**src/hdl/assert_macros.svh**
```systemverilog
// assertion macros shared by the deframer modules
`ifndef ASSERT_MACROS_SVH
`define ASSERT_MACROS_SVH

// property must hold at every clock edge outside reset
`define VTD_ASSERT(lbl, clk, rst, prop) \
   lbl: assert property (@(posedge clk) disable iff (rst) prop) \
      else $error("vtd assertion failed");

// expression must never be true outside reset
`define VTD_NEVER(lbl, clk, rst, expr) \
   `VTD_ASSERT(lbl, clk, rst, !(expr))

`endif

```
**src/hdl/vtd_pkg.sv**
```systemverilog
// package with types and constants of the two-stream deframer
`default_nettype none

package vtd_pkg;

   localparam int PAYLOAD_WORDS = 1024;
   localparam int POS_W = 15;
   localparam int IDX_W = 14;
   localparam int WORD_W = 32;

   localparam logic [POS_W-1:0] HDR_POS = POS_W'(0);
   localparam logic [POS_W-1:0] SID_POS = POS_W'(1);
   localparam logic [POS_W-1:0] PAY_POS = POS_W'(5);
   localparam logic [POS_W-1:0] PAY_END = POS_W'(5 + PAYLOAD_WORDS);
   localparam logic [POS_W-1:0] POS_MAX = {POS_W{1'b1}};
   localparam logic [IDX_W-1:0] LAST_IDX = IDX_W'(PAYLOAD_WORDS - 1);

   localparam logic [3:0] TYPE_DATA = 4'h1;
   localparam logic [3:0] TYPE_CTXT = 4'h4;
   localparam logic [7:0] MISC_DATA = 8'h46;
   localparam logic [7:0] MISC_CTXT = 8'h16;

   localparam int QUEUE_DEPTH = 4;
   localparam int QUEUE_PTR_W = $clog2(QUEUE_DEPTH);
   localparam int QUEUE_CNT_W = $clog2(QUEUE_DEPTH + 1);

   localparam int RSP_DATA_W = 48;
   localparam int RSP_USER_W = 3;

   typedef enum logic [1:0] {
      ERR_NONE = 2'd0,
      ERR_TYPE = 2'd1,
      ERR_MISC = 2'd2
   } err_type;

   typedef struct packed {
      logic [WORD_W-1:0] payload_word;
      logic              stream_sel;
      logic [IDX_W-1:0]  sample_index;
      logic              last_of_packet;
      logic              set_complete;
      err_type           error_code;
   } result_type;

   typedef struct packed {
      logic       push;
      result_type entry;
   } push_type;

endpackage

`default_nettype wire

```
**src/hdl/vrt_two_stream_deframer.sv**
```systemverilog
// top level of the two-stream packet deframer
//
// req channel: one 32-bit packet word per transaction in network byte order,
//   req_tlast marks the final word of a datagram. word 0 is the header,
//   word 1 the stream id, words 2 to 4 are skipped, then the payload.
// rsp channel: one transaction per payload word of a matched data packet,
//   or one error transaction for a bad header; other words give nothing.
// csr port: csr_wr_en loads the base stream id from csr_wr_data; write only
//   while idle.
// results: a result is written into the queue when its word is taken and is offered on rsp from the queue head.
// throughput: one word per cycle while the queue is not full, with a combinational decode in the
//   front part; a four-entry result queue sits between front and back.
// when rsp_tready is low the queue fills and req_tready drops once it holds
//   four results; nothing is lost.
// reset: queue empties, base id returns to 0, the next word is a header and
//   both stream flags clear.
`default_nettype none

module vrt_two_stream_deframer (
   input  wire logic                           clock,
   input  wire logic                           reset,
   input  wire logic                           csr_wr_en,
   input  wire logic [vtd_pkg::WORD_W-1:0]     csr_wr_data,
   input  wire logic                           req_tvalid,
   output logic                                req_tready,
   input  wire logic [vtd_pkg::WORD_W-1:0]     req_tdata,   // packet_word
   input  wire logic                           req_tlast,
   output logic                                rsp_tvalid,
   input  wire logic                           rsp_tready,
   // payload_word, sample_index, set_complete, zero pad
   output logic [vtd_pkg::RSP_DATA_W-1:0]      rsp_tdata,
   // stream_sel, error_code
   output logic [vtd_pkg::RSP_USER_W-1:0]      rsp_tuser,
   output logic                                rsp_tlast
);

   vtd_pkg::push_type push_bus;
   logic              queue_ready;

   assign req_tready = queue_ready;

   vtd_front u_front (
      .clock       (clock),
      .reset       (reset),
      .csr_wr_en   (csr_wr_en),
      .csr_wr_data (csr_wr_data),
      .word_valid  (req_tvalid),
      .word_data   (req_tdata),
      .word_eod    (req_tlast),
      .queue_ready (queue_ready),
      .push_out    (push_bus)
   );

   vtd_back u_back (
      .clock       (clock),
      .reset       (reset),
      .push_in_bus (push_bus),
      .queue_ready (queue_ready),
      .rsp_tvalid  (rsp_tvalid),
      .rsp_tready  (rsp_tready),
      .rsp_tdata   (rsp_tdata),
      .rsp_tuser   (rsp_tuser),
      .rsp_tlast   (rsp_tlast)
   );

endmodule

`default_nettype wire

```
**src/hdl/vtd_front.sv**
```systemverilog
// front part: accepts packet words, decodes header and stream id, builds results
`default_nettype none
`include "assert_macros.svh"

module vtd_front (
   input  wire logic                       clock,
   input  wire logic                       reset,
   input  wire logic                       csr_wr_en,
   input  wire logic [vtd_pkg::WORD_W-1:0] csr_wr_data,
   input  wire logic                       word_valid,
   input  wire logic [vtd_pkg::WORD_W-1:0] word_data,
   input  wire logic                       word_eod,
   input  wire logic                       queue_ready,
   output vtd_pkg::push_type               push_out
);

   logic [vtd_pkg::WORD_W-1:0] base_ff, base_in;
   logic [vtd_pkg::WORD_W-1:0] base_next_ff, base_next_in;
   logic [vtd_pkg::POS_W-1:0]  pos_ff, pos_in;
   logic                       is_data_ff, is_data_in;
   logic                       route_valid_ff, route_valid_in;
   logic                       route_stream_ff, route_stream_in;
   logic                       drop_ff, drop_in;
   logic [1:0]                 rcvd_ff, rcvd_in;

   logic                       accept;
   logic [vtd_pkg::WORD_W-1:0] swapped;
   logic [3:0]                 hdr_kind;
   logic [7:0]                 hdr_misc;
   logic [vtd_pkg::POS_W-1:0]  idx_full;
   logic [vtd_pkg::IDX_W-1:0]  idx;
   logic                       is_last;
   logic [1:0]                 rcvd_set;
   vtd_pkg::err_type           hdr_err;
   vtd_pkg::push_type          push_in;
   logic                       push_err;
   logic                       push_done;

   assign accept   = word_valid & queue_ready;
   assign swapped  = {word_data[7:0], word_data[15:8], word_data[23:16], word_data[31:24]};
   assign hdr_kind = swapped[31:28];
   assign hdr_misc = swapped[27:20];
   assign idx_full = pos_ff - vtd_pkg::PAY_POS;
   assign idx      = idx_full[vtd_pkg::IDX_W-1:0];
   assign is_last  = (idx == vtd_pkg::LAST_IDX);
   assign rcvd_set = rcvd_ff | (route_stream_ff ? 2'b10 : 2'b01);

   always_comb begin
      if (hdr_kind == vtd_pkg::TYPE_DATA) begin
         hdr_err = (hdr_misc != vtd_pkg::MISC_DATA) ? vtd_pkg::ERR_MISC : vtd_pkg::ERR_NONE;
      end else if (hdr_kind == vtd_pkg::TYPE_CTXT) begin
         hdr_err = (hdr_misc != vtd_pkg::MISC_CTXT) ? vtd_pkg::ERR_MISC : vtd_pkg::ERR_NONE;
      end else begin
         hdr_err = vtd_pkg::ERR_TYPE;
      end
   end

   always_comb begin
      base_in         = base_ff;
      base_next_in    = base_next_ff;
      pos_in          = pos_ff;
      is_data_in      = is_data_ff;
      route_valid_in  = route_valid_ff;
      route_stream_in = route_stream_ff;
      drop_in         = drop_ff;
      rcvd_in         = rcvd_ff;
      push_in         = '0;

      if (csr_wr_en) begin
         base_in      = csr_wr_data;
         base_next_in = csr_wr_data + vtd_pkg::WORD_W'(1);
      end

      if (accept) begin
         if (!drop_ff) begin
            if (pos_ff == vtd_pkg::HDR_POS) begin
               if (hdr_err != vtd_pkg::ERR_NONE) begin
                  push_in.push             = 1'b1;
                  push_in.entry.error_code = hdr_err;
                  drop_in                  = 1'b1;
               end else begin
                  is_data_in = (hdr_kind == vtd_pkg::TYPE_DATA);
               end
            end else if (pos_ff == vtd_pkg::SID_POS) begin
               if (is_data_ff) begin
                  if (swapped == base_ff && !rcvd_ff[0]) begin
                     route_valid_in  = 1'b1;
                     route_stream_in = 1'b0;
                  end else if (swapped == base_next_ff && !rcvd_ff[1]) begin
                     route_valid_in  = 1'b1;
                     route_stream_in = 1'b1;
                  end
               end
            end else if (route_valid_ff && pos_ff >= vtd_pkg::PAY_POS &&
                         pos_ff < vtd_pkg::PAY_END) begin
               push_in.push                 = 1'b1;
               push_in.entry.payload_word   = word_data;
               push_in.entry.stream_sel     = route_stream_ff;
               push_in.entry.sample_index   = idx;
               push_in.entry.last_of_packet = is_last;
               push_in.entry.error_code     = vtd_pkg::ERR_NONE;
               if (is_last) begin
                  route_valid_in = 1'b0;
                  if (&rcvd_set) begin
                     push_in.entry.set_complete = 1'b1;
                     rcvd_in                    = 2'b00;
                  end else begin
                     rcvd_in = rcvd_set;
                  end
               end
            end
         end

         if (word_eod) begin
            pos_in          = vtd_pkg::HDR_POS;
            is_data_in      = 1'b0;
            route_valid_in  = 1'b0;
            route_stream_in = 1'b0;
            drop_in         = 1'b0;
         end else if (pos_ff != vtd_pkg::POS_MAX) begin
            pos_in = pos_ff + vtd_pkg::POS_W'(1);
         end
      end
   end

   always_ff @(posedge clock) begin
      if (reset) begin
         base_ff         <= '0;
         base_next_ff    <= vtd_pkg::WORD_W'(1);
         pos_ff          <= vtd_pkg::HDR_POS;
         is_data_ff      <= 1'b0;
         route_valid_ff  <= 1'b0;
         route_stream_ff <= 1'b0;
         drop_ff         <= 1'b0;
         rcvd_ff         <= 2'b00;
      end else begin
         base_ff         <= base_in;
         base_next_ff    <= base_next_in;
         pos_ff          <= pos_in;
         is_data_ff      <= is_data_in;
         route_valid_ff  <= route_valid_in;
         route_stream_ff <= route_stream_in;
         drop_ff         <= drop_in;
         rcvd_ff         <= rcvd_in;
      end
   end

   assign push_out  = push_in;
   assign push_err  = push_in.push & (push_in.entry.error_code != vtd_pkg::ERR_NONE);
   assign push_done = push_in.push & push_in.entry.set_complete;

   `VTD_ASSERT(a_done_on_last, clock, reset, push_done |-> push_in.entry.last_of_packet)
   `VTD_ASSERT(a_err_drops, clock, reset, push_err && !word_eod |=> drop_ff)
   `VTD_NEVER(a_push_needs_accept, clock, reset, push_in.push && !accept)

endmodule

`default_nettype wire

```
**src/hdl/vtd_back.sv**
```systemverilog
// back part: result queue and output stream formatting
`default_nettype none
`include "assert_macros.svh"

module vtd_back (
   input  wire logic                           clock,
   input  wire logic                           reset,
   input  wire vtd_pkg::push_type              push_in_bus,
   output logic                                queue_ready,
   output logic                                rsp_tvalid,
   input  wire logic                           rsp_tready,
   output logic [vtd_pkg::RSP_DATA_W-1:0]      rsp_tdata,
   output logic [vtd_pkg::RSP_USER_W-1:0]      rsp_tuser,
   output logic                                rsp_tlast
);

   vtd_pkg::result_type              mem_ff [vtd_pkg::QUEUE_DEPTH];
   logic [vtd_pkg::QUEUE_PTR_W-1:0]  wr_ptr_ff, wr_ptr_in;
   logic [vtd_pkg::QUEUE_PTR_W-1:0]  rd_ptr_ff, rd_ptr_in;
   logic [vtd_pkg::QUEUE_CNT_W-1:0]  count_ff, count_in;
   logic [vtd_pkg::QUEUE_CNT_W-1:0]  count_less;
   logic                             push;
   logic                             pop;
   vtd_pkg::result_type              head;

   assign queue_ready = (count_ff != vtd_pkg::QUEUE_CNT_W'(vtd_pkg::QUEUE_DEPTH));
   assign push        = push_in_bus.push;
   assign pop         = rsp_tvalid & rsp_tready;
   assign head        = mem_ff[rd_ptr_ff];
   assign count_less  = count_ff - vtd_pkg::QUEUE_CNT_W'(1);

   always_comb begin
      wr_ptr_in = push ? wr_ptr_ff + vtd_pkg::QUEUE_PTR_W'(1) : wr_ptr_ff;
      rd_ptr_in = pop ? rd_ptr_ff + vtd_pkg::QUEUE_PTR_W'(1) : rd_ptr_ff;
      count_in  = count_ff;
      if (push && !pop) begin
         count_in = count_ff + vtd_pkg::QUEUE_CNT_W'(1);
      end else if (pop && !push) begin
         count_in = count_ff - vtd_pkg::QUEUE_CNT_W'(1);
      end
   end

   always_ff @(posedge clock) begin
      if (reset) begin
         wr_ptr_ff <= '0;
         rd_ptr_ff <= '0;
         count_ff  <= '0;
      end else begin
         wr_ptr_ff <= wr_ptr_in;
         rd_ptr_ff <= rd_ptr_in;
         count_ff  <= count_in;
      end
   end

   always_ff @(posedge clock) begin
      if (push) begin
         mem_ff[wr_ptr_ff] <= push_in_bus.entry;
      end
   end

   assign rsp_tvalid = (count_ff != '0);
   assign rsp_tdata  = {1'b0, head.set_complete, head.sample_index, head.payload_word};
   assign rsp_tuser  = {head.error_code, head.stream_sel};
   assign rsp_tlast  = head.last_of_packet;

   `VTD_NEVER(a_no_overflow, clock, reset, push && !queue_ready)
   `VTD_ASSERT(a_count_drain, clock, reset, pop && !push |=> count_ff == $past(count_less))

endmodule

`default_nettype wire
```
**config.mk**
```make
export PLATFORM = sky130hd
export DESIGN_NAME = vrt_two_stream_deframer
export DESIGN_NICKNAME = d
export VERILOG_FILES = /design/src/hdl/vtd_pkg.sv /design/src/hdl/vrt_two_stream_deframer.sv /design/src/hdl/vtd_front.sv /design/src/hdl/vtd_back.sv
export VERILOG_INCLUDE_DIRS = /design/src /design/src/hdl
export SDC_FILE = /design/constraint.sdc
export NUM_CORES = 1
export LEC_CHECK = 0
export ABC_CLOCK_PERIOD_IN_PS = 4300
export BUFFER_PORTS_ARGS = -buffer_cell sky130_fd_sc_hd__buf_2
export CAP_MARGIN = 10
export CORE_MARGIN = 2
export CORE_UTILIZATION = 49
export DETAILED_ROUTE_END_ITERATION = 16
export GPL_ROUTABILITY_DRIVEN = 0
export PLACE_DENSITY = 0.73
export SLEW_MARGIN = 20
export SYNTH_ARGS = -nofsm -noshare
export SYNTH_HDL_FRONTEND = slang
export SYNTH_SLANG_ARGS = --single-unit
```
**constraint.sdc**
```tcl
create_clock -name clock -period 4.3 [get_ports clock]
set_input_delay 0.645 -clock clock [delete_from_list [all_inputs] [get_ports clock]]
set_output_delay 0.645 -clock clock [all_outputs]
set_load 0.05 [all_outputs]
```
After elaboration in Yosys (flattened, before gate mapping)
Memories as Yosys holds them, arrays and structs flattened. A register that Yosys moved wholly into a read port is not among the register bits.
Cells that the tools add are included.
{ "word_totals": {"ff_bits": 92, "ramBits": 204, "in_bits": 70, "out_inout_bits": 54, "memories": 1} }
{ "classes": {"addsub": 7, "magnitude_cmp": 2, "n_eq_ne": 15, "muxes": 47, "bitwise": 6, "reduce_logical": 27} }
{ "mem_list": {"columns": ["memory", "depth", "width", "read_ports", "rd_clocked_by_memory_dff", "wr", "line_no", "rtl"], "rows": [
  ["u_back.mem_ff", 4, 51, 1, 1, 1, "vtd_back.sv:17", "vtd_pkg::result_type mem_ff [vtd_pkg::QUEUE_DEPTH];"]
]} }
{ "ops": {"columns": ["op", "n"], "rows": [
  ["2-to-1 mux 52 bit", 4],
  ["equality test 32 bit", 2],
  ["2-to-1 mux 49 bit", 1],
  ["adder 32 x 1 -> 32 bit, second input constant", 1],
  ["2-to-1 mux 15 bit", 2],
  ["2-to-1 mux 1 bit", 28],
  ["2-to-1 mux 2 bit", 10],
  ["adder 15 x 1 -> 15 bit, second input constant", 1],
  ["equality test 15 x 1 -> 1 bit, second input constant", 1],
  [">= comparator 15 x 3 -> 1 bit, second input constant", 1],
  ["zero test 15 bit", 1],
  ["less-than comparator 15 x 11 -> 1 bit, second input constant", 1],
  ["!= test 15 bit, second input constant", 1],
  ["equality test 14 x 10 -> 1 bit, second input constant", 1],
  ["subtractor 14 x 3 -> 14 bit, second input constant", 1],
  ["AND reduction 6 bit", 2],
  ["nonzero test 2 bit", 6],
  ["nonzero test 3 bit", 4],
  ["!= test 8 x 5 -> 1 bit, second input constant", 1],
  ["!= test 8 x 7 -> 1 bit, second input constant", 1],
  ["AND reduction 7 bit", 1],
  ["logical AND 1 bit", 6],
  ["2-to-1 mux 3 bit", 2],
  ["!= test 2 bit, second input constant", 3],
  ["other kinds (14)", 22]
]} }

Depth between registers and ports, before layout
{ "depth": {"word_depth": 14, "mapped_depth": 13} }

By module
From an unflattened synthesis, not the netlist that was laid out.
{ "unflattened": {"hier_cells": 940, "hier_area_um2": 13111.3} }
{ "by_module_without_submodules": {"columns": ["module", "instances", "cells_per_inst", "area_each_um2", "seq_area_each_um2"], "rows": [
  ["vtd_back", 1, 314, 7868.8, 6306.0],
  ["vtd_front", 1, 626, 5242.5, 1701.6]
]} }

Worst setup path before layout
No wires, ideal clock.
{ "synth_timing": {"path_type": "reg-to-reg", "start": "register u_front.pos_ff[11] (netlist name)", "end": "memory u_back.mem_ff[0][0] (netlist name), enable pin", "arrival_time_ps": 3025, "slack_ps": 861, "stages_incl_launch_ff": 8, "synth_period_minus_slack_ps": 3439, "path_cell_list": "dfxtp_1 > clkbuf_1 > or4_1 > nor4_2 > and2_1 > a31o_1 > buf_2 > and2_1"} }
{ "synth_lines": {"columns": ["element", "line_no", "rtl"], "rows": [
  ["from (decl)", "vtd_front.sv:19", "logic [vtd_pkg::POS_W-1:0] pos_ff, pos_in;"],
  ["from (signal assigned)", "vtd_front.sv:130", "pos_ff <= vtd_pkg::HDR_POS;"],
  ["from (signal assigned)", "vtd_front.sv:139", "pos_ff <= pos_in;"],
  ["to (decl)", "vtd_back.sv:17", null]
]} }

Worst setup path after layout
{ "layout_timing": {"start": "register u_front.pos_ff[6] (netlist name)", "end": "register u_back.count_ff[2] (netlist name)"} }
{ "layout_via": {"elab_chain_cells": 11, "word_cells_on_any_way": 16} }
{ "layout_rtl": {"columns": ["element", "line_no", "rtl"], "rows": [
  [">= comparator 15 x 3 -> 1 bit", "vtd_front.sv:94", "end else if (route_valid_ff && pos_ff >= vtd_pkg::PAY_POS &&"],
  ["logical AND 1 bit (2 in a row)", "vtd_front.sv:94", null],
  ["2-to-1 mux 52 bit", "vtd_front.sv:94", null],
  ["2-to-1 mux 52 bit", "vtd_front.sv:84", "end else if (pos_ff == vtd_pkg::SID_POS) begin"],
  ["2-to-1 mux 1 bit (*)", "vtd_front.sv:76", "if (pos_ff == vtd_pkg::HDR_POS) begin"],
  ["2-to-1 mux 52 bit (*)", "vtd_front.sv:75", "if (!drop_ff) begin"],
  ["2-to-1 mux 52 bit (*)", "vtd_front.sv:74", "if (accept) begin"],
  ["zero test 1 bit", "vtd_back.sv:38", "end else if (pop && !push) begin"],
  ["logical AND 1 bit", "vtd_back.sv:38", null],
  ["nonzero test 2 bit (no line)", null, null],
  ["to (signal assigned)", "vtd_back.sv:51", "count_ff <= count_in;"],
  ["to (decl)", "vtd_back.sv:20", "logic [vtd_pkg::QUEUE_CNT_W-1:0] count_ff, count_in;"]
]} }
Every way passes the cells marked *; elsewhere a longest branch is shown, timed or not.
A chain may end at the register's enable or synchronous reset.

==> impl_metrics.tcl <==
set metrics [dict create \
    cts_tree "built" \
    setup_viol 0 \
    fp.dieArea_mm2 0.02819 \
    netSwitchingFraction_pct 33.07 \
    grt_overflow_total 0 \
    multi_input_area_mm2 0.004891 \
    crit_required_ns 4.77 \
    cts.clk_slew.worst_paths_ns 0.06 \
    power_frac_seq_pct 42.5 \
    dpl_cell_area_mm2 0.01409 \
    seqCellArea_mm2 0.008013 \
    layout_setup_ws_ns 1.015 \
    combPwrFrac_pct 26.3 \
    synthCells 975 \
    route.vias.total 8058 \
    root_buffer "clkbuf_16" \
    power_density_mw_per_mm2 546.9 \
    dp_cells 1391 \
    cts.repair.resized 0 \
    grt_pass1_vias 7762 \
    clk_latency_ns 0.55 \
    p_int_mw 5.516 \
    synth_top_flop_cell "edfxtp_1" \
    portBuffers 122 \
    arrival_ns 3.75 \
    yosys.area.top_type "edfxtp_1" \
    avgRoutedWirePerCell_um 20.28 \
    grt_max_degree 88 \
    p_switching_mw 2.726 \
    die_x_um 167.9 \
    crit_path_end_kind "flop" \
    drive_gt1_share_pct 23.24 \
    status "finished, final reports clean" \
    hold_class "input pin to flop" \
    start_util_pct 50.23 \
    syn2layout_area_growth_pct 14.49 \
    cts_buffer_depth 3 \
    ioPinCount 124 \
    p_leak_nw 5.220 \
    post-place-ws_ns 1.026 \
    ys_ff_latch 298 \
    hold_violations 0 \
    drv_slew 0 \
    critPathLaunchType "flop" \
    relSlewSlack_pct 26.61 \
    core-area_mm2 0.02621 \
    cts-htree-levels 1 \
    yosys_warnings 0 \
    track_usage_pct 20.43 \
    cap_violations 0 \
    cts_made_buffers 29 \
    cts_hold_buf 0 \
    syn_area_mm2 0.01316 \
    finalCritPeriodShare_pct 76.40 \
    first_pass_iters 5 \
    ant_nets 0 \
    final_util_pct 57.50 \
    drt_iter0_markers 616 \
    final_cell_area_mm2 0.01507 \
    pwr-share-clk_pct 31.2 \
    fill_cells 2055 \
    syn_avg_cell_area_um2 13.50 \
    fmax_ghz 0.3044 \
    critPathKind "flop to flop" \
    netlist_top_cells_area "edfxtp_1 (47%), dfxtp_1 (14%), mux4_2 (8.7%)" \
    antenna_found_initial 2 \
    instances_no_fill 1447 \
    period_minus_slack_ns 3.285 \
    synth_top_area_share_pct 46.54 \
    rows 59 \
    skew_ns 0.01321 \
    syn_nets 1056 \
    post_cts_buffers 0 \
    die_height_um 167.9 \
    synth-edff-count 204 \
    clkSinkCount 298 \
    drc 0 \
    tightestPinTransition_ns 1.101 \
    fin_setup_tns_ns 0 \
    grt_pass1_wl_um 44480 \
    async_reset_ff_share_pct 0 \
    ys_types 64 \
    seq_area_frac_synth_pct 60.84 \
    worstPathMaxFanout 13 \
    hpwlAfterDp_um 20000 \
    vias_per_cell 5.569 \
    grt_setup_unrepaired "no" \
    nNetsFinal 1168 \
    ir_drop_v 0.0002738 \
    wirelength_um 29350 \
]
final cells by class:
cell class	count	share of cell area, %
diodes	2	0.03321
repair buffers	135	4.716
clock inverters	24	1.602
inverters	16	0.3985
multi-input cells	607	32.46
clock buffers	30	4.841
well taps	335	2.781
flip-flops and latches	298	53.17
stage by stage:
step / hold WS (ns) / total power [mW]
finish: 0.3403 / 8.242
global route: 0.3558 / 8.551
CTS: 0.3236 / 8.314
detailed placement: 0.4764 / 5.753
global placement: 0.4662 / 5.731
floorplan: 0.4405 / 5.205
state kept, by name (all words and copies together), names as in the netlist, named ones only:
register                 cells
u_front.rcvd_ff              2
u_back.count_ff              3
u_front.route_stream_ff      1
u_front.drop_ff              1
u_front.base_next_ff        32
u_front.is_data_ff           1
u_front.route_valid_ff       1
u_front.base_ff             32
u_front.pos_ff              15
u_back.rd_ptr_ff             2
u_back.wr_ptr_ff             2
u_back.mem_ff              204
routing by layer:
layer	up-vias	GRT usage [%]	share of wire, %
li1	3836	-	-
met2	221	32.43	47
met5	-	0	0
met3	33	3.479	5.9
met4	0	4.310	1.4
met1	3968	29.94	46
worst max-delay path, cell delays in order, from the launching register on:
cell and delay (ns):
dfxtp_1 0.43, or4_1 0.62, nor4_2 0.32, and2_1 0.23, a31o_1 0.33, ha_1 0.24, inv_1 0.06, fa_1 0.37
xor2_1 0.16, or3_1 0.31, a21oi_1 0.15
worst paths after layout:
check / depth (start not counted) / slack (ns) / from / endpoint
worst max register to register: 10 / 1.01 / u_front.pos_ff[6] / u_back.count_ff[2]
worst min register to register: 2 / 0.49 / u_front.base_ff[0] / u_front.base_ff[0]
worst min-delay path: 2 / 0.34 / csr_wr_data[31] / u_front.base_next_ff[31]
worst max-delay path: 10 / 1.01 / u_front.pos_ff[6] / u_back.count_ff[2]
cells in the final DEF, fill, tap and decap left out, types with 16 or more instances in the layout:
master and n:
xnor2_1 79, mux4_2 51, inv_1 16, a21oi_1 19
clkbuf_16 29, nand3_1 23, dfxtp_1 92, xor2_1 29
edfxtp_1 204, nand4_1 24, and2_1 34, nand2_1 30
mux2i_1 39, a211oi_1 21, buf_2 121, nor2_1 114
power by group through the flow:
stage / combinational (mW) / sequential, mW / clock [mW]
after global routing: 2.29 / 3.53 / 2.73
after floorplan: 1.75 / 3.45 / 0
after detailed placement: 2.19 / 3.57 / 0
final: 2.17 / 3.50 / 2.57
after global placement: 2.18 / 3.55 / 0
after CTS: 2.20 / 3.51 / 2.61
logic make-up after synthesis:
family                   Yosys count  synth area share (%)
AND/OR/NAND/NOR                  307                 12.27
XOR/XNOR                         108                 7.186
buffers and inverters             70                 2.044
AO/OA/AOI/OAI                     83                 4.240
multiplexers                      97                 12.29
other                              1               0.02849
adder cells (fa/ha/maj)           11                 1.103
flip-flops                       298                 60.84
synthesized netlist by cell type, drive strengths merged, types with 24 or more instances:
master / count
edfxtp: 204
nor2: 114
dfxtp: 94
xnor2: 79
mux4: 51
clkbuf: 42
mux2i: 39
and2: 38
nand2: 30
xor2: 29
nand3: 24
nand4: 24
(Power assumes the default switching activity.)
